==> src/mid_pkg.sv <==
// ----------------------------------------------------------------------------
// mid_pkg
// Item types, format and row codes, and the mnemonic match tables of the
// MIPS instruction decoder.
// ----------------------------------------------------------------------------
package mid_pkg;

    localparam logic [5:0] ROW_NOOP    = 6'd62;
    localparam logic [5:0] ROW_UNKNOWN = 6'd63;

    localparam logic [1:0] FMT_R    = 2'd0;
    localparam logic [1:0] FMT_I    = 2'd1;
    localparam logic [1:0] FMT_J    = 2'd2;
    localparam logic [1:0] FMT_NONE = 2'd3;

    localparam logic [5:0] OP_SPECIAL = 6'h00;
    localparam logic [5:0] OP_REGIMM  = 6'h01;

    typedef struct packed {
        logic [31:0] instr_word;
        logic        last_word;
    } t_in_item;

    typedef struct packed {
        logic [5:0]  code_index;
        logic [1:0]  insn_format;
        logic [4:0]  src_reg;
        logic [4:0]  tgt_reg;
        logic [4:0]  dst_reg;
        logic [4:0]  shift_amount;
        logic [5:0]  function_code;
        logic [15:0] immediate;
        logic [25:0] jump_field;
        logic [31:0] word_address;
        logic [31:0] branch_target;
    } t_out_item;

    typedef struct packed {
        logic [31:0] base_address;
    } t_cfg_item;

    // opcode 0: row by funct
    function automatic logic [5:0] f_special_row(input logic [5:0] fn);
        logic [5:0] r;
        case (fn)
            6'h20:   r = 6'd0;
            6'h21:   r = 6'd1;
            6'h22:   r = 6'd4;
            6'h23:   r = 6'd5;
            6'h18:   r = 6'd6;
            6'h19:   r = 6'd7;
            6'h1A:   r = 6'd8;
            6'h1B:   r = 6'd9;
            6'h11:   r = 6'd10;
            6'h13:   r = 6'd11;
            6'h10:   r = 6'd12;
            6'h12:   r = 6'd13;
            6'h24:   r = 6'd14;
            6'h25:   r = 6'd16;
            6'h26:   r = 6'd18;
            6'h27:   r = 6'd20;
            6'h00:   r = 6'd21;
            6'h04:   r = 6'd22;
            6'h02:   r = 6'd23;
            6'h06:   r = 6'd24;
            6'h03:   r = 6'd25;
            6'h07:   r = 6'd26;
            6'h2A:   r = 6'd48;
            6'h2B:   r = 6'd49;
            6'h08:   r = 6'd53;
            6'h09:   r = 6'd55;
            6'h0C:   r = 6'd60;
            6'h0D:   r = 6'd61;
            default: r = ROW_UNKNOWN;
        endcase
        return r;
    endfunction

    // opcode 1: row by rt
    function automatic logic [5:0] f_regimm_row(input logic [4:0] rt);
        logic [5:0] r;
        case (rt)
            5'h01:   r = 6'd42;
            5'h11:   r = 6'd44;
            5'h00:   r = 6'd46;
            5'h10:   r = 6'd47;
            default: r = ROW_UNKNOWN;
        endcase
        return r;
    endfunction

    // other opcodes: row by opcode
    function automatic logic [5:0] f_opcode_row(input logic [5:0] op);
        logic [5:0] r;
        case (op)
            6'h08:   r = 6'd2;
            6'h09:   r = 6'd3;
            6'h0C:   r = 6'd15;
            6'h0D:   r = 6'd17;
            6'h0E:   r = 6'd19;
            6'h0F:   r = 6'd27;
            6'h20:   r = 6'd28;
            6'h24:   r = 6'd29;
            6'h21:   r = 6'd30;
            6'h25:   r = 6'd31;
            6'h23:   r = 6'd32;
            6'h22:   r = 6'd33;
            6'h26:   r = 6'd34;
            6'h28:   r = 6'd35;
            6'h29:   r = 6'd36;
            6'h2B:   r = 6'd37;
            6'h2D:   r = 6'd38;
            6'h2E:   r = 6'd39;
            6'h04:   r = 6'd40;
            6'h05:   r = 6'd41;
            6'h07:   r = 6'd43;
            6'h06:   r = 6'd45;
            6'h0A:   r = 6'd50;
            6'h0B:   r = 6'd51;
            6'h02:   r = 6'd52;
            6'h03:   r = 6'd54;
            6'h12:   r = 6'd56;
            6'h2A:   r = 6'd57;
            6'h32:   r = 6'd58;
            6'h3A:   r = 6'd59;
            default: r = ROW_UNKNOWN;
        endcase
        return r;
    endfunction

    function automatic logic [1:0] f_row_format(input logic [5:0] row);
        logic [1:0] f;
        case (row) inside
            6'd2, 6'd3, 6'd15, 6'd17, 6'd19, [6'd27:6'd47], 6'd50, 6'd51,
            [6'd56:6'd59]:    f = FMT_I;
            6'd52, 6'd54:     f = FMT_J;
            ROW_NOOP,
            ROW_UNKNOWN:      f = FMT_NONE;
            default:          f = FMT_R;
        endcase
        return f;
    endfunction

endpackage

==> src/mid_stream_if.sv <==
// ----------------------------------------------------------------------------
// mid_stream_if
// Valid/ready channel carrying one payload item of type T.
// ----------------------------------------------------------------------------
interface mid_stream_if #(
    parameter type T = logic
) ();
    logic valid;
    logic ready;
    T     data;

    modport source (output valid, output data, input ready);
    modport sink   (input valid, input data, output ready);
endinterface

==> src/mips_instruction_decoder_top.sv <==
// ----------------------------------------------------------------------------
// mips_instruction_decoder_top
// Decodes a stream of 32-bit MIPS-I words into table row, format, fields,
// word address and branch target.
// ----------------------------------------------------------------------------
// Throughput is one item per cycle while o_out.ready holds; an accepted item
// passes through the word and address register, then is decoded into the
// result register.
// The word address is formed at acceptance from base_address and the word
// offset counter, which restarts after an item marked last_word. Input ready
// follows o_out.ready combinationally through the two register stages.
// base_address is written over i_cfg, which is always ready.
module mips_instruction_decoder_top
    import mid_pkg::*;
(
    input  logic                i_clk,
    input  logic                i_rst_n,
    mid_stream_if.sink          i_cfg,
    mid_stream_if.sink          i_in,
    mid_stream_if.source        o_out
);

    logic [31:0] r_base;
    logic [29:0] r_offset;
    logic [29:0] n_offset;

    logic        r_s1_valid;
    logic [31:0] r_word;
    logic [31:0] r_addr;

    logic        r_s2_valid;
    t_out_item   r_out;
    t_out_item   n_out;

    logic        in_fire;
    logic        s1_advance;
    logic        s2_free;

    logic [5:0]  op;
    logic [5:0]  row;
    logic [31:0] imm_ext;

    assign i_cfg.ready = 1'b1;

    assign s2_free    = !r_s2_valid || o_out.ready;
    assign s1_advance = r_s1_valid && s2_free;
    assign i_in.ready = !r_s1_valid || s2_free;
    assign in_fire    = i_in.valid && i_in.ready;

    assign o_out.valid = r_s2_valid;
    assign o_out.data  = r_out;

    assign n_offset = i_in.data.last_word ? '0 : r_offset + 30'd1;

    always_ff @(posedge i_clk) begin
        if (!i_rst_n) begin
            r_base <= '0;
        end else if (i_cfg.valid) begin
            r_base <= i_cfg.data.base_address;
        end
    end

    always_ff @(posedge i_clk) begin
        if (!i_rst_n) begin
            r_offset   <= '0;
            r_s1_valid <= 1'b0;
        end else begin
            if (in_fire) begin
                r_offset <= n_offset;
            end
            if (i_in.ready) begin
                r_s1_valid <= i_in.valid;
            end
        end
    end

    always_ff @(posedge i_clk) begin
        if (in_fire) begin
            r_word <= i_in.data.instr_word;
            r_addr <= r_base + {r_offset, 2'b00};
        end
    end

    assign op = r_word[31:26];

    always_comb begin
        n_out = '0;
        row   = ROW_UNKNOWN;
        if (r_word == '0) begin
            row = ROW_NOOP;
        end else if (op == OP_SPECIAL) begin
            n_out.src_reg       = r_word[25:21];
            n_out.tgt_reg       = r_word[20:16];
            n_out.dst_reg       = r_word[15:11];
            n_out.shift_amount  = r_word[10:6];
            n_out.function_code = r_word[5:0];
            row                 = f_special_row(r_word[5:0]);
        end else if (op == OP_REGIMM) begin
            n_out.src_reg   = r_word[25:21];
            n_out.tgt_reg   = r_word[20:16];
            n_out.immediate = r_word[15:0];
            row             = f_regimm_row(r_word[20:16]);
        end else begin
            row = f_opcode_row(op);
            if (row != ROW_UNKNOWN) begin
                if (f_row_format(row) == FMT_J) begin
                    n_out.jump_field = r_word[25:0];
                end else begin
                    n_out.src_reg   = r_word[25:21];
                    n_out.tgt_reg   = r_word[20:16];
                    n_out.immediate = r_word[15:0];
                end
            end
        end
        imm_ext             = {{14{n_out.immediate[15]}}, n_out.immediate, 2'b00};
        n_out.code_index    = row;
        n_out.insn_format   = f_row_format(row);
        n_out.word_address  = r_addr;
        n_out.branch_target = {1'b0, r_addr[30:0]} + imm_ext + 32'd4;
    end

    always_ff @(posedge i_clk) begin
        if (!i_rst_n) begin
            r_s2_valid <= 1'b0;
        end else if (s2_free) begin
            r_s2_valid <= r_s1_valid;
        end
    end

    always_ff @(posedge i_clk) begin
        if (s1_advance) begin
            r_out <= n_out;
        end
    end

    a_last_restarts: assert property (@(posedge i_clk) disable iff (!i_rst_n)
        (in_fire && i_in.data.last_word) |=> (r_offset == '0))
        else $error("offset not restarted after last item");

    a_offset_steps: assert property (@(posedge i_clk) disable iff (!i_rst_n)
        (in_fire && !i_in.data.last_word) |=> (r_offset == $past(r_offset) + 30'd1))
        else $error("offset did not advance");

    a_addr_carried: assert property (@(posedge i_clk) disable iff (!i_rst_n)
        s1_advance |=> (r_s2_valid && (r_out.word_address == $past(r_addr))))
        else $error("address lost between stages");

    a_reset_empty: assert property (@(posedge i_clk)
        !i_rst_n |=> (!r_s1_valid && !r_s2_valid))
        else $error("pipeline not empty after reset");

endmodule

==> src/flat_wrapper.sv <==
// flat-port wrapper written by rule: the top's interface ports become plain ports
module mips_instruction_decoder_top_flat import mid_pkg::*;
  (i_clk, i_rst_n, i_cfg_valid, i_cfg_data, i_cfg_ready, i_in_valid, i_in_data, i_in_ready, o_out_valid, o_out_data, o_out_ready);
  mid_stream_if #(.T(t_cfg_item)) i_cfg_i ();
  mid_stream_if #(.T(t_in_item)) i_in_i ();
  mid_stream_if #(.T(t_out_item)) o_out_i ();
  input  logic i_clk;
  input  logic i_rst_n;
  input wire logic [$bits(i_cfg_i.valid)-1:0] i_cfg_valid;
  input wire logic [$bits(i_cfg_i.data)-1:0] i_cfg_data;
  output wire logic [$bits(i_cfg_i.ready)-1:0] i_cfg_ready;
  input wire logic [$bits(i_in_i.valid)-1:0] i_in_valid;
  input wire logic [$bits(i_in_i.data)-1:0] i_in_data;
  output wire logic [$bits(i_in_i.ready)-1:0] i_in_ready;
  output wire logic [$bits(o_out_i.valid)-1:0] o_out_valid;
  output wire logic [$bits(o_out_i.data)-1:0] o_out_data;
  input wire logic [$bits(o_out_i.ready)-1:0] o_out_ready;
  assign i_cfg_i.valid = i_cfg_valid;
  assign i_cfg_i.data = i_cfg_data;
  assign i_cfg_ready = i_cfg_i.ready;
  assign i_in_i.valid = i_in_valid;
  assign i_in_i.data = i_in_data;
  assign i_in_ready = i_in_i.ready;
  assign o_out_valid = o_out_i.valid;
  assign o_out_data = o_out_i.data;
  assign o_out_i.ready = o_out_ready;
  mips_instruction_decoder_top u_core (.i_clk(i_clk), .i_rst_n(i_rst_n), .i_cfg(i_cfg_i), .i_in(i_in_i), .o_out(o_out_i));
endmodule
==> config.mk <==
export PLATFORM = sky130hd
export DESIGN_NAME = mips_instruction_decoder_top_flat
export DESIGN_NICKNAME = d
export VERILOG_FILES = /design/src/mid_pkg.sv /design/src/mid_stream_if.sv /design/src/mips_instruction_decoder_top.sv /design/src/flat_wrapper.sv
export SDC_FILE = /design/constraint.sdc
export NUM_CORES = 1
export LEC_CHECK = 0
export BUFFER_PORTS_ARGS = -buffer_cell sky130_fd_sc_hd__buf_4
export CORE_UTILIZATION = 40
export DETAILED_ROUTE_END_ITERATION = 10
export PLACE_DENSITY = 0.59
export SETUP_SLACK_MARGIN = 0.05
export SYNTH_ARGS = -nofsm -noshare
export SYNTH_HDL_FRONTEND = slang
export SYNTH_SLANG_ARGS = --single-unit
==> constraint.sdc <==
create_clock -name i_clk -period 6.7 [get_ports i_clk]
set_input_delay 0 -clock i_clk [delete_from_list [all_inputs] [get_ports i_clk]]
set_output_delay 0 -clock i_clk [all_outputs]
set_load 0.01 [all_outputs]
Word-level counts from Yosys, hierarchy flattened
Memories as Yosys holds them, arrays and structs flattened. A register that Yosys moved wholly into a read port is not among the register bits.
Cells that the tools add are included.
{"block": "op_classes", "n_addsub": 4, "magnitude_cmp": 8, "n_eq_ne": 28, "n_mux": 30, "bitwise_logic": 3, "reduce_logical": 21}
{"op": "two-way mux 42 bit", "count": 3}
{"op": "== test 6 bit, second input constant", "count": 12}
{"op": "two-way mux 26 bit", "count": 2}
{"op": "two-way mux 6 bit", "count": 8}
{"op": "two-way mux 10 bit", "count": 4}
{"op": "adder 31 x 32 -> 32 bit", "count": 1}
{"op": "adder 32 x 3 -> 32 bit, second input constant", "count": 1}
{"op": "adder 32 bit", "count": 1}
{"op": "logical NOT 32 bit", "count": 1}
{"op": "two-way mux 16 bit", "count": 2}
{"op": "adder 30 x 1 -> 30 bit, second input constant", "count": 1}
{"op": "two-way mux 30 bit", "count": 1}
{"op": "== test 6 x 2 -> 1 bit, second input constant", "count": 4}
{"op": "== test 6 x 5 -> 1 bit, second input constant", "count": 4}
{"op": "<= comparator 6 bit, second input constant", "count": 4}
{"op": "case mux 5 bit (4 select lines)", "count": 1}
{"op": "two-way mux 2 bit", "count": 9}
{"op": "OR reduction 9 bit", "count": 2}
{"op": "== test 6 x 4 -> 1 bit, second input constant", "count": 2}
{"op": ">= comparator 6 x 5 -> 1 bit, second input constant", "count": 2}
{"op": ">= comparator 6 bit, second input constant", "count": 2}
{"op": "== test 5 bit, second input constant", "count": 2}
{"op": "OR reduction 2 bit", "count": 5}
{"op": "== test 6 x 1 -> 1 bit, second input constant", "count": 1}
{"op": "other kinds (10)", "count": 19}
{"block": "totals", "regBits": 268, "romBits": 768, "inputBits": 70, "mem_count": 2}
{"memory": "(name not given)", "depth": 64, "width": 6, "rd": 1, "rd_clocked_by_memory_dff": 1, "write_ports": 0, "line_no": "mid_pkg.sv:45", "rtl": "case (fn)"}
{"memory": "(name not given)", "depth": 64, "width": 6, "rd": 1, "rd_clocked_by_memory_dff": 1, "write_ports": 0, "line_no": "mid_pkg.sv:95", "rtl": "case (op)"}

Depth between registers and ports, before layout
Gate-level depths: netlist of run 1.
{"block": "logic_depth", "depth_word": 21, "ltp_mapped": 21, "depth_no_buf": 19}

Least setup slack after synthesis of run 1
No wires, ideal clock.
{"block": "synth_path", "path_type": "reg2reg", "start": "register u_core.r_s2_valid (netlist: u_core.o_out.valid)", "end": "register u_core.r_out, in the netlist u_core.o_out.data[0] (enable)", "setup_ns": 0.654, "arrival_time_ns": 6.631, "slack_ns": -0.584, "path_stages_with_launch": 3, "period_less_slack_ns": 7.284, "path_cell_list": "dfxtp_1 -> nor2b_2 -> nor2b_1"}
{"block": "synth_via", "elab_chain_len": 3}
{"element": "start: declaration", "line_no": "mips_instruction_decoder_top.sv:31", "rtl": "logic r_s2_valid;"}
{"element": "start signal: assignment", "line_no": "mips_instruction_decoder_top.sv:126", "rtl": "r_s2_valid <= r_s1_valid;"}
{"element": "logical NOT 1 bit", "line_no": "mips_instruction_decoder_top.sv:45", "rtl": "assign s2_free = !r_s2_valid || o_out.ready;"}
{"element": "logical OR 1 bit", "line_no": "mips_instruction_decoder_top.sv:45"}
{"element": "logical AND 1 bit", "line_no": "mips_instruction_decoder_top.sv:46", "rtl": "assign s1_advance = r_s1_valid && s2_free;"}
{"element": "net u_core.s1_advance", "line_no": "mips_instruction_decoder_top.sv:36", "rtl": "logic s1_advance;"}
{"element": "end signal: assignment", "line_no": "mips_instruction_decoder_top.sv:132", "rtl": "r_out <= n_out;"}
{"element": "end: declaration", "line_no": "mips_instruction_decoder_top.sv:32", "rtl": "t_out_item r_out;"}
The timed path passes the listed nets, and every way through them passes these cells.
A chain may end at the register's enable or synchronous reset.

==> results of run 1 <==
cell usage after synthesis, types with 18 or more instances:
cell and number:
mux2i_1 46, xor2_1 22, o21ai_0 49, ha_1 96, nand3_1 28, nor2_1 71, a21oi_1 87, inv_1 46
nand2_1 64, nor3_1 18, nor2b_1 46, dfxtp_1 76, xnor2_1 45, and2_1 63, edfxtp_1 202, a21o_1 19
cells by family after synthesis:
| kind of cell | Yosys count | synth area share |
|---|---|---|
| compound gates | 258 | 0.123 |
| simple gates | 356 | 0.136 |
| buf+inv | 75 | 0.0218 |
| flops | 278 | 0.549 |
| fa+ha+maj | 98 | 0.0899 |
| other cells | 1 | 0.000271 |
| xor+xnor | 67 | 0.0425 |
| mux | 51 | 0.0374 |
metal layers:
layer | GRT usage | part of all wire | up-vias
met1 | 0.251 | 0.48 | 4606
met3 | 0.0256 | 0.050 | 50
met4 | 0.0488 | 0.020 | 0
met5 | 0 | 0 | -
li1 | - | - | 5020
met2 | 0.299 | 0.45 | 296
final cells by class:
type | instances | area (sq um)
Clock inverter | 21 | 265
Clock buffer | 35 | 791
Fill cell | 2908 | 15800
Antenna cell | 1 | 2.50
Inverter | 46 | 173
Timing Repair Buffer | 317 | 2640
Sequential cell | 278 | 7590
Tap cell | 448 | 561
Multi-Input combinational cell | 831 | 5930
state kept, by name, indices dropped and copies added (netlist names), named ones only:
| name | count |
|---|---|
| u_core.r_offset | 30 |
| u_core.r_s1_valid | 1 |
| u_core.o_out.valid | 1 |
| u_core.r_word | 32 |
| u_core.o_out.data | 138 |
| u_core.r_base | 32 |
| u_core.r_addr | 32 |
power groups by stage:
stage	sequential [mW]	combinational [mW]	clock, mW
2_1_floorplan	2.11	0.448	0
3_3_place_gp	2.10	0.731	0
3_5_place_dp	2.10	0.736	0
4_1_cts	2.07	0.787	1.78
5_1_grt	2.07	0.868	1.84
6_report	2.06	0.785	1.73
worst max-delay path, stage by stage (launching register included):
cell and delay [ns]:
edfxtp_1 0.38, or4_1 0.20, or2_0 0.35, nand4_1 0.20
a21oi_1 0.79, nor2_1 0.11, buf_4 0.23, and2_1 0.19
ha_1 0.30, ha_1 0.23, inv_1 0.08, fa_1 0.21
nor2b_1 0.08, o31ai_1 0.36, a21oi_1 0.24, a21o_1 0.28
a2111oi_0 0.50, o21bai_1 0.14, a21oi_1 0.19, xnor2_1 0.08
placed cells by master (no fill, tap or decap), types with 10 or more instances in the layout:
master / count
nand4_1: 10
nor2b_1: 45
ha_1: 96
dlygate4sd3_1: 100
xnor2_1: 45
o21ai_0: 49
or3_1: 14
mux2i_1: 46
o21a_1: 12
inv_1: 46
buf_4: 216
a31oi_1: 10
nand3_1: 28
dfxtp_1: 76
edfxtp_1: 202
nand2_1: 64
and2_1: 63
a21oi_1: 87
a21o_1: 19
nor3_1: 18
clkbuf_16: 31
o31ai_1: 10
xor2_1: 22
nor2_1: 71
final timing paths:
| check | startpoint | to | slack, ns | cells past startpoint |
|---|---|---|---|---|
| setup / recovery | u_core.r_word[28]$_DFFE_PP_ | u_core.o_out.data[23]$_DFFE_PP_ | 1.28 | 19 |
| hold / removal | i_in_data[19] | u_core.r_word[18]$_DFFE_PP_ | 0.16 | 2 |
| setup reg to reg | u_core.r_word[28]$_DFFE_PP_ | u_core.o_out.data[23]$_DFFE_PP_ | 1.28 | 19 |
| hold reg to reg | u_core.r_addr[0]$_DFFE_PP_ | u_core.o_out.data[0]$_DFFE_PP_ | 0.43 | 0 |
==> results by group, run 1 <==
Synth
  • Gate count after technology mapping: 1184
  • Yosys warnings: 0
  • Synth Cell Area: 13800 sq um
  • Post-synth EDFFs: 202
  • Synth area leaders: edfxtp_1 44%, dfxtp_1 11%, ha_1 8.7%
  • Sequential area share after synthesis: 0.549
  • FF+latch count, synth: around 280
  • Ys flop type: edfxtp_1
  • Post-synth ARST share: 0
  • Netlist cell types: 71
  • Share of the synthesized area in the top cell type: 0.439
  • Post-synth net total: roughly 1.4k
  • Syn avg cell area: 11.7 sq um
  • Dominant cell type by area after synthesis: edfxtp_1

Cells and area
  • Area growth syn-to-layout: 30.0%
  • Post-layout util: 0.531
  • Final Non-Filler Cells: 1977
  • Share of cells above drive strength 1: 0.192
  • Nets: 1672
  • Final instance area: roughly 18000 sq um

Clock network
  • Clock Path Buffers: 3
  • Clk slew on worst S/H paths: 0.06 ns
  • TritonCTS Buffers: 30
  • Root Driver: clkbuf_16
  • Post-cts hold buffer count: 100
  • CTS tree: built
  • Sink Count: about 280
  • CTS H-tree depth: 1
  • Worst-skew pair later-pin latency: 0.56 ns
  • Post-CTS resize count: 0
  • Post-CTS Setup Bufs: 0

Floorplanning
  • Initial Util: 0.409
  • Row count: 67
  • Die Y: roughly 190 um
  • I/O pins: 213
  • Die ar.: 35300 sq um
  • Core area: 33800 sq um
  • Die extent in x: between 150 and 200 um

GRT
  • First-pass GRT wire length: 51.1 mm
  • GRT overflow: 0
  • Vias in the first global route: 9485
  • Pin count of the biggest net entering global routing: 91
  • Gr usage total: 0.182
  • Initial antenna violation count: 1

Timing
  • RSZ-0062 raised after global routing: false
  • Worst slew pin tran: 1.01 ns
  • Final hold slack: 0.164 ns
  • Setup Viol. Count Final: 0
  • Setup TNS: 0 ns
  • Hold Fails Final Rpt: 0
  • Period minus WS final: 5.42 ns
  • Worst Skew: 0.0116 ns
  • Max Clk Rate: 0.185 GHz
  • Final Cycle Share: 0.809
  • Slew margin rel.: 0.325
  • Final setup margin: 1.28 ns
  • Slew Viols, Final: 0

Power and ir drop
  • Flop pwr share: 0.450
  • Sw power: 1.17 mW
  • VDD IR max: 0.188 mV
  • Leak: 7.40 nW
  • Total power draw: 4.58 mW
  • Internal Pwr Total: 3.41 mW
  • Clock power frac: 0.379
  • Pwr/cell area: 255 nW/um^2
  • Sw Share: 0.256
  • Combinational share of power: 0.171

Critical path
  • Worst Path Arrival: 5.72 ns
  • Critical Path Sink Type: flip-flop
  • Worst setup SP type: flip-flop
  • CP Data Required Time: 7.00 ns
  • Setup Crit Path Kind: reg2reg
  • Crit Path Max Fanout: 16

Route
  • Vias/cell: 5.04
  • Routed WL per cell: 16.6 um
  • DR iter-0 viols: 463
  • Remaining antenna violation count: 0
  • DR DRC count: 0
  • 1st-pass router iterations: 4
  • Vias: about 10k
  • Post-Route WL: between 30 and 40 mm

Outcome
  • Outcome: complete, no violations

Place
  • Area post-placement: 15900 sq um
  • Buffers on Ports: 211
  • GPL Wtd Cong: 0.877
  • Pre-CTS WS: ~1.4 ns
  • Dpl cells: ~1.8k
  • DPL Wire Length: 23.8 mm

Hold path
  • HP Class: in2reg

Flow run
  • Max-Cap Viols: 0
(Power assumes the default switching activity.)
==> run 2: changes to the inputs <==
==> constraint.sdc (replaced) <==
create_clock -name i_clk -period 4.9 [get_ports i_clk]
set_input_delay 0 -clock i_clk [delete_from_list [all_inputs] [get_ports i_clk]]
set_output_delay 0 -clock i_clk [all_outputs]
set_load 0.01 [all_outputs]
==> run 2 against run 1 <==
Compared with the run above: global-route usage increased by 0.22 points; clock power increased by 40%; total power grew 39%; core utilization up 0.44 points; fmax rose by 18%; first-iteration DRC count decreased by 13%; worst hold slack worse by 0.014 ns; critical endpoint unchanged; largest cell class unchanged; highest routed layer unchanged.
==> results by group, run 2 (synthesis gave the netlist of run 1 again) <==
Clock network
  • Sink Count: 278 (unchanged)
  • Clk slew on worst S/H paths: 0.06 ns (about the same)
  • Post-CTS Setup Bufs: 0 (unchanged)
  • TritonCTS Buffers: 31 (+3.3%)
  • Root Driver: clkbuf_16
  • Clock Path Buffers: 3 (unchanged)
  • Worst-skew pair later-pin latency: 0.58 ns (+0.02 ns)
  • CTS H-tree depth: 1 (unchanged)
  • CTS tree: built

Power and ir drop
  • Pwr/cell area: 351 nW/um^2 (+37%)
  • Leak: 7.47 nW (+0.93%)
  • VDD IR max: 0.256 mV (+36%)
  • Total power draw: 6.35 mW (+39%)

GRT
  • Vias in the first global route: 9423 (-0.65%)
  • GRT overflow: 0 (unchanged)
  • First-pass GRT wire length: 51.6 mm (+1.0%)
  • Initial antenna violation count: 0 (-1)
  • Gr usage total: 0.184 (+0.00221)
  • Pin count of the biggest net entering global routing: 97 (+6.6%)

Floorplanning
  • Core area: 33800 sq um (unchanged)
  • Row count: 67 (unchanged)
  • Initial Util: 0.409 (unchanged)
  • Die extent in x: 188 um (unchanged)
  • Die Y: 188 um (unchanged)
  • I/O pins: 213 (unchanged)
  • Die ar.: 35300 sq um (unchanged)

Hold path
  • HP Class: in2reg
  • Hold endpoint: u_core.r_word[18]$_DFFE_PP_
  • HP Start: i_in_data[19]
  • Worst Hold Path Cells: 2 (unchanged)

Place
  • Buffers on Ports: 211 (unchanged)
  • Area post-placement: 16000 sq um (+0.36%)
  • GPL Wtd Cong: 0.839 (-4.3%)
  • DPL Wire Length: 24.1 mm (+1.3%)

Route
  • Uppermost layer routed: met4
  • DR iter-0 viols: 402 (-13%)
  • Met2 WL: 14.8 mm (-0.69%)
  • DR DRC count: 0 (unchanged)
  • Vias/cell: 5.06 (+0.42%)
  • Routed WL per cell: 16.6 um (+0.14%)
  • M1 WL: 15.8 mm (+1.4%)
  • Post-Route WL: 33.0 mm (+0.60%)
  • Met3 Wirelength: 1.72 mm (+4.6%)
  • Vias: 10.1k (+0.87%)
  • Remaining antenna violation count: 0 (unchanged)
  • 1st-pass router iterations: 5 (+1)

Timing
  • Setup TNS: 0 ns (unchanged)
  • Max Clk Rate: 0.217 GHz (+18%)
  • Final Cycle Share: 0.941 (+0.132)
  • Slew Viols, Final: 0 (unchanged)
  • Worst Skew: 0.0192 ns (+0.00761 ns)
  • Setup Viol. Count Final: 0 (unchanged)
  • Hold Fails Final Rpt: 0 (unchanged)
  • Slew margin rel.: 0.309 (-0.0165)
  • Period minus WS final: 4.61 ns (-0.809 ns)
  • RSZ-0062 raised after global routing: false
  • Worst slew pin tran: 1.03 ns (+0.0248 ns)

Cells and area
  • Most frequent cells in the layout: 221 x buf_4, 202 x edfxtp_1, 103 x dlygate4sd3_1, 96 x ha_1, 85 x a21oi_1
  • Fill count: 2941 (+1.1%)
  • Area growth syn-to-layout: 31.1%
  • Final instance area: 18100 sq um (+0.84%)
  • Largest register FFs: 138 (unchanged)
  • Nets: 1682 (+0.60%)
  • Share of cells above drive strength 1: 0.204 (+0.0111)
  • Diodes inserted: 0 (-1)
  • Commonest non-fill, non-tap cell in the layout: buf_4

Critical path
  • Crit-path cells: or4_1, or2_0, nand4_1, a21oi_1, nor2_2, buf_12, and2_1, ha_1, ha_1, and3_1, and2_1, a221o_1, a21o_2, a2111oi_1, o21bai_1, a21oi_1, xnor2_1
  • R2r worst-path depth: 17 (-2)
  • Worst R2R Start: u_core.r_word[29]$_DFFE_PP_
  • Setup Crit Path Kind: reg2reg
  • Worst Path Arrival: 4.92 ns (-0.80 ns)
  • Reg-to-reg slack, setup: 0.29 ns (-0.99 ns)
  • Critical Path Sink Type: flip-flop
  • CP Data Required Time: 5.21 ns (-1.79 ns)
  • Crit path max-delay cell type: or4_1
  • Max incr delay on CP: 0.59 ns (-0.20 ns)
  • Crit. Startpoint: u_core.r_word[29]$_DFFE_PP_
  • Crit Path Max Fanout: 16 (unchanged)
  • Worst setup SP type: flip-flop
  • Reg-to-reg endpoint: u_core.o_out.data[23]$_DFFE_PP_

Outcome
  • Outcome: complete, no violations

Flow run
  • Max-Cap Viols: 0 (unchanged)
## run 2: cell types whose count changed in the layout (fill, tap and decap cells not counted), sizes merged
cell / previous run / this run
diode: 1 / 0
dlygate4sd3: 100 / 103
buf: 217 / 223
clkinv: 11 / 13
bufinv: 5 / 6
clkbuf: 35 / 32
clkinvlp: 3 / 4
## run 2: per-layer routing
layer  vias up  GRT usage
met5         -          0
met4         0     0.0469
met3        45     0.0251
met2       307      0.297
met1      4679      0.260
li1       5028          -
## run 2: worst max-delay path by stage
| stage | to | slack (ns) |
|---|---|---|
| CTS | u_core.o_out.data[23]$_DFFE_PP_ | 0.08 |
| finish | u_core.o_out.data[23]$_DFFE_PP_ | 0.29 |
| floorplan | u_core.o_out.data[0]$_DFFE_PP_ | 0.33 |
| detailed placement | u_core.o_out.data[31]$_DFFE_PP_ | 0.14 |
| global placement | u_core.o_out.data[23]$_DFFE_PP_ | 0.19 |
| global route | u_core.o_out.data[30]$_DFFE_PP_ | 0.09 |
## run 2: final cells by class
cell class                      count  area (sq um)  share of cell area
Clock buffer                       32           779              0.0431
Clock inverter                     25           297              0.0164
Timing Repair Buffer              326          2730               0.151
Inverter                           46           173             0.00954
Sequential cell                   278          7590               0.419
Tap cell                          448           561              0.0310
Multi-Input combinational cell    831          5980               0.330
## run 2: power breakdown
part           switching (mW)  internal, mW
registers              0.0892          2.73
clock network           0.960          1.47
logic                   0.578         0.517
total                    1.63          4.72
## run 2: through the flow
step                hold slack (ns)   util  instances  setup WS [ns]
finish                        0.150  0.536       1986          0.290
global route                  0.119  0.536       1986         0.0920
CTS                           0.114  0.535       1986         0.0821
detailed placement            0.182  0.472       1826          0.142
global placement              0.180  0.472       1826          0.186
floorplan                    0.0989      -       1184          0.333
## run 2: critical path: cells and delay by family, from the launching register on
family	cells	cell delay [ns]
XOR/XNOR	1	0.08
buffers and inverters	1	0.15
adder cells (fa/ha/maj)	2	0.60
flip-flops	1	0.40
AO/OA/AOI/OAI	6	1.37
AND/OR/NAND/NOR	7	1.73
## run 2: what timing repair did
action	4_1_cts	5_1_grt
endpoints found under the hold margin	77	0
hold buffers	103	0
setup endpoints to repair	0	7
resized for setup	0	12
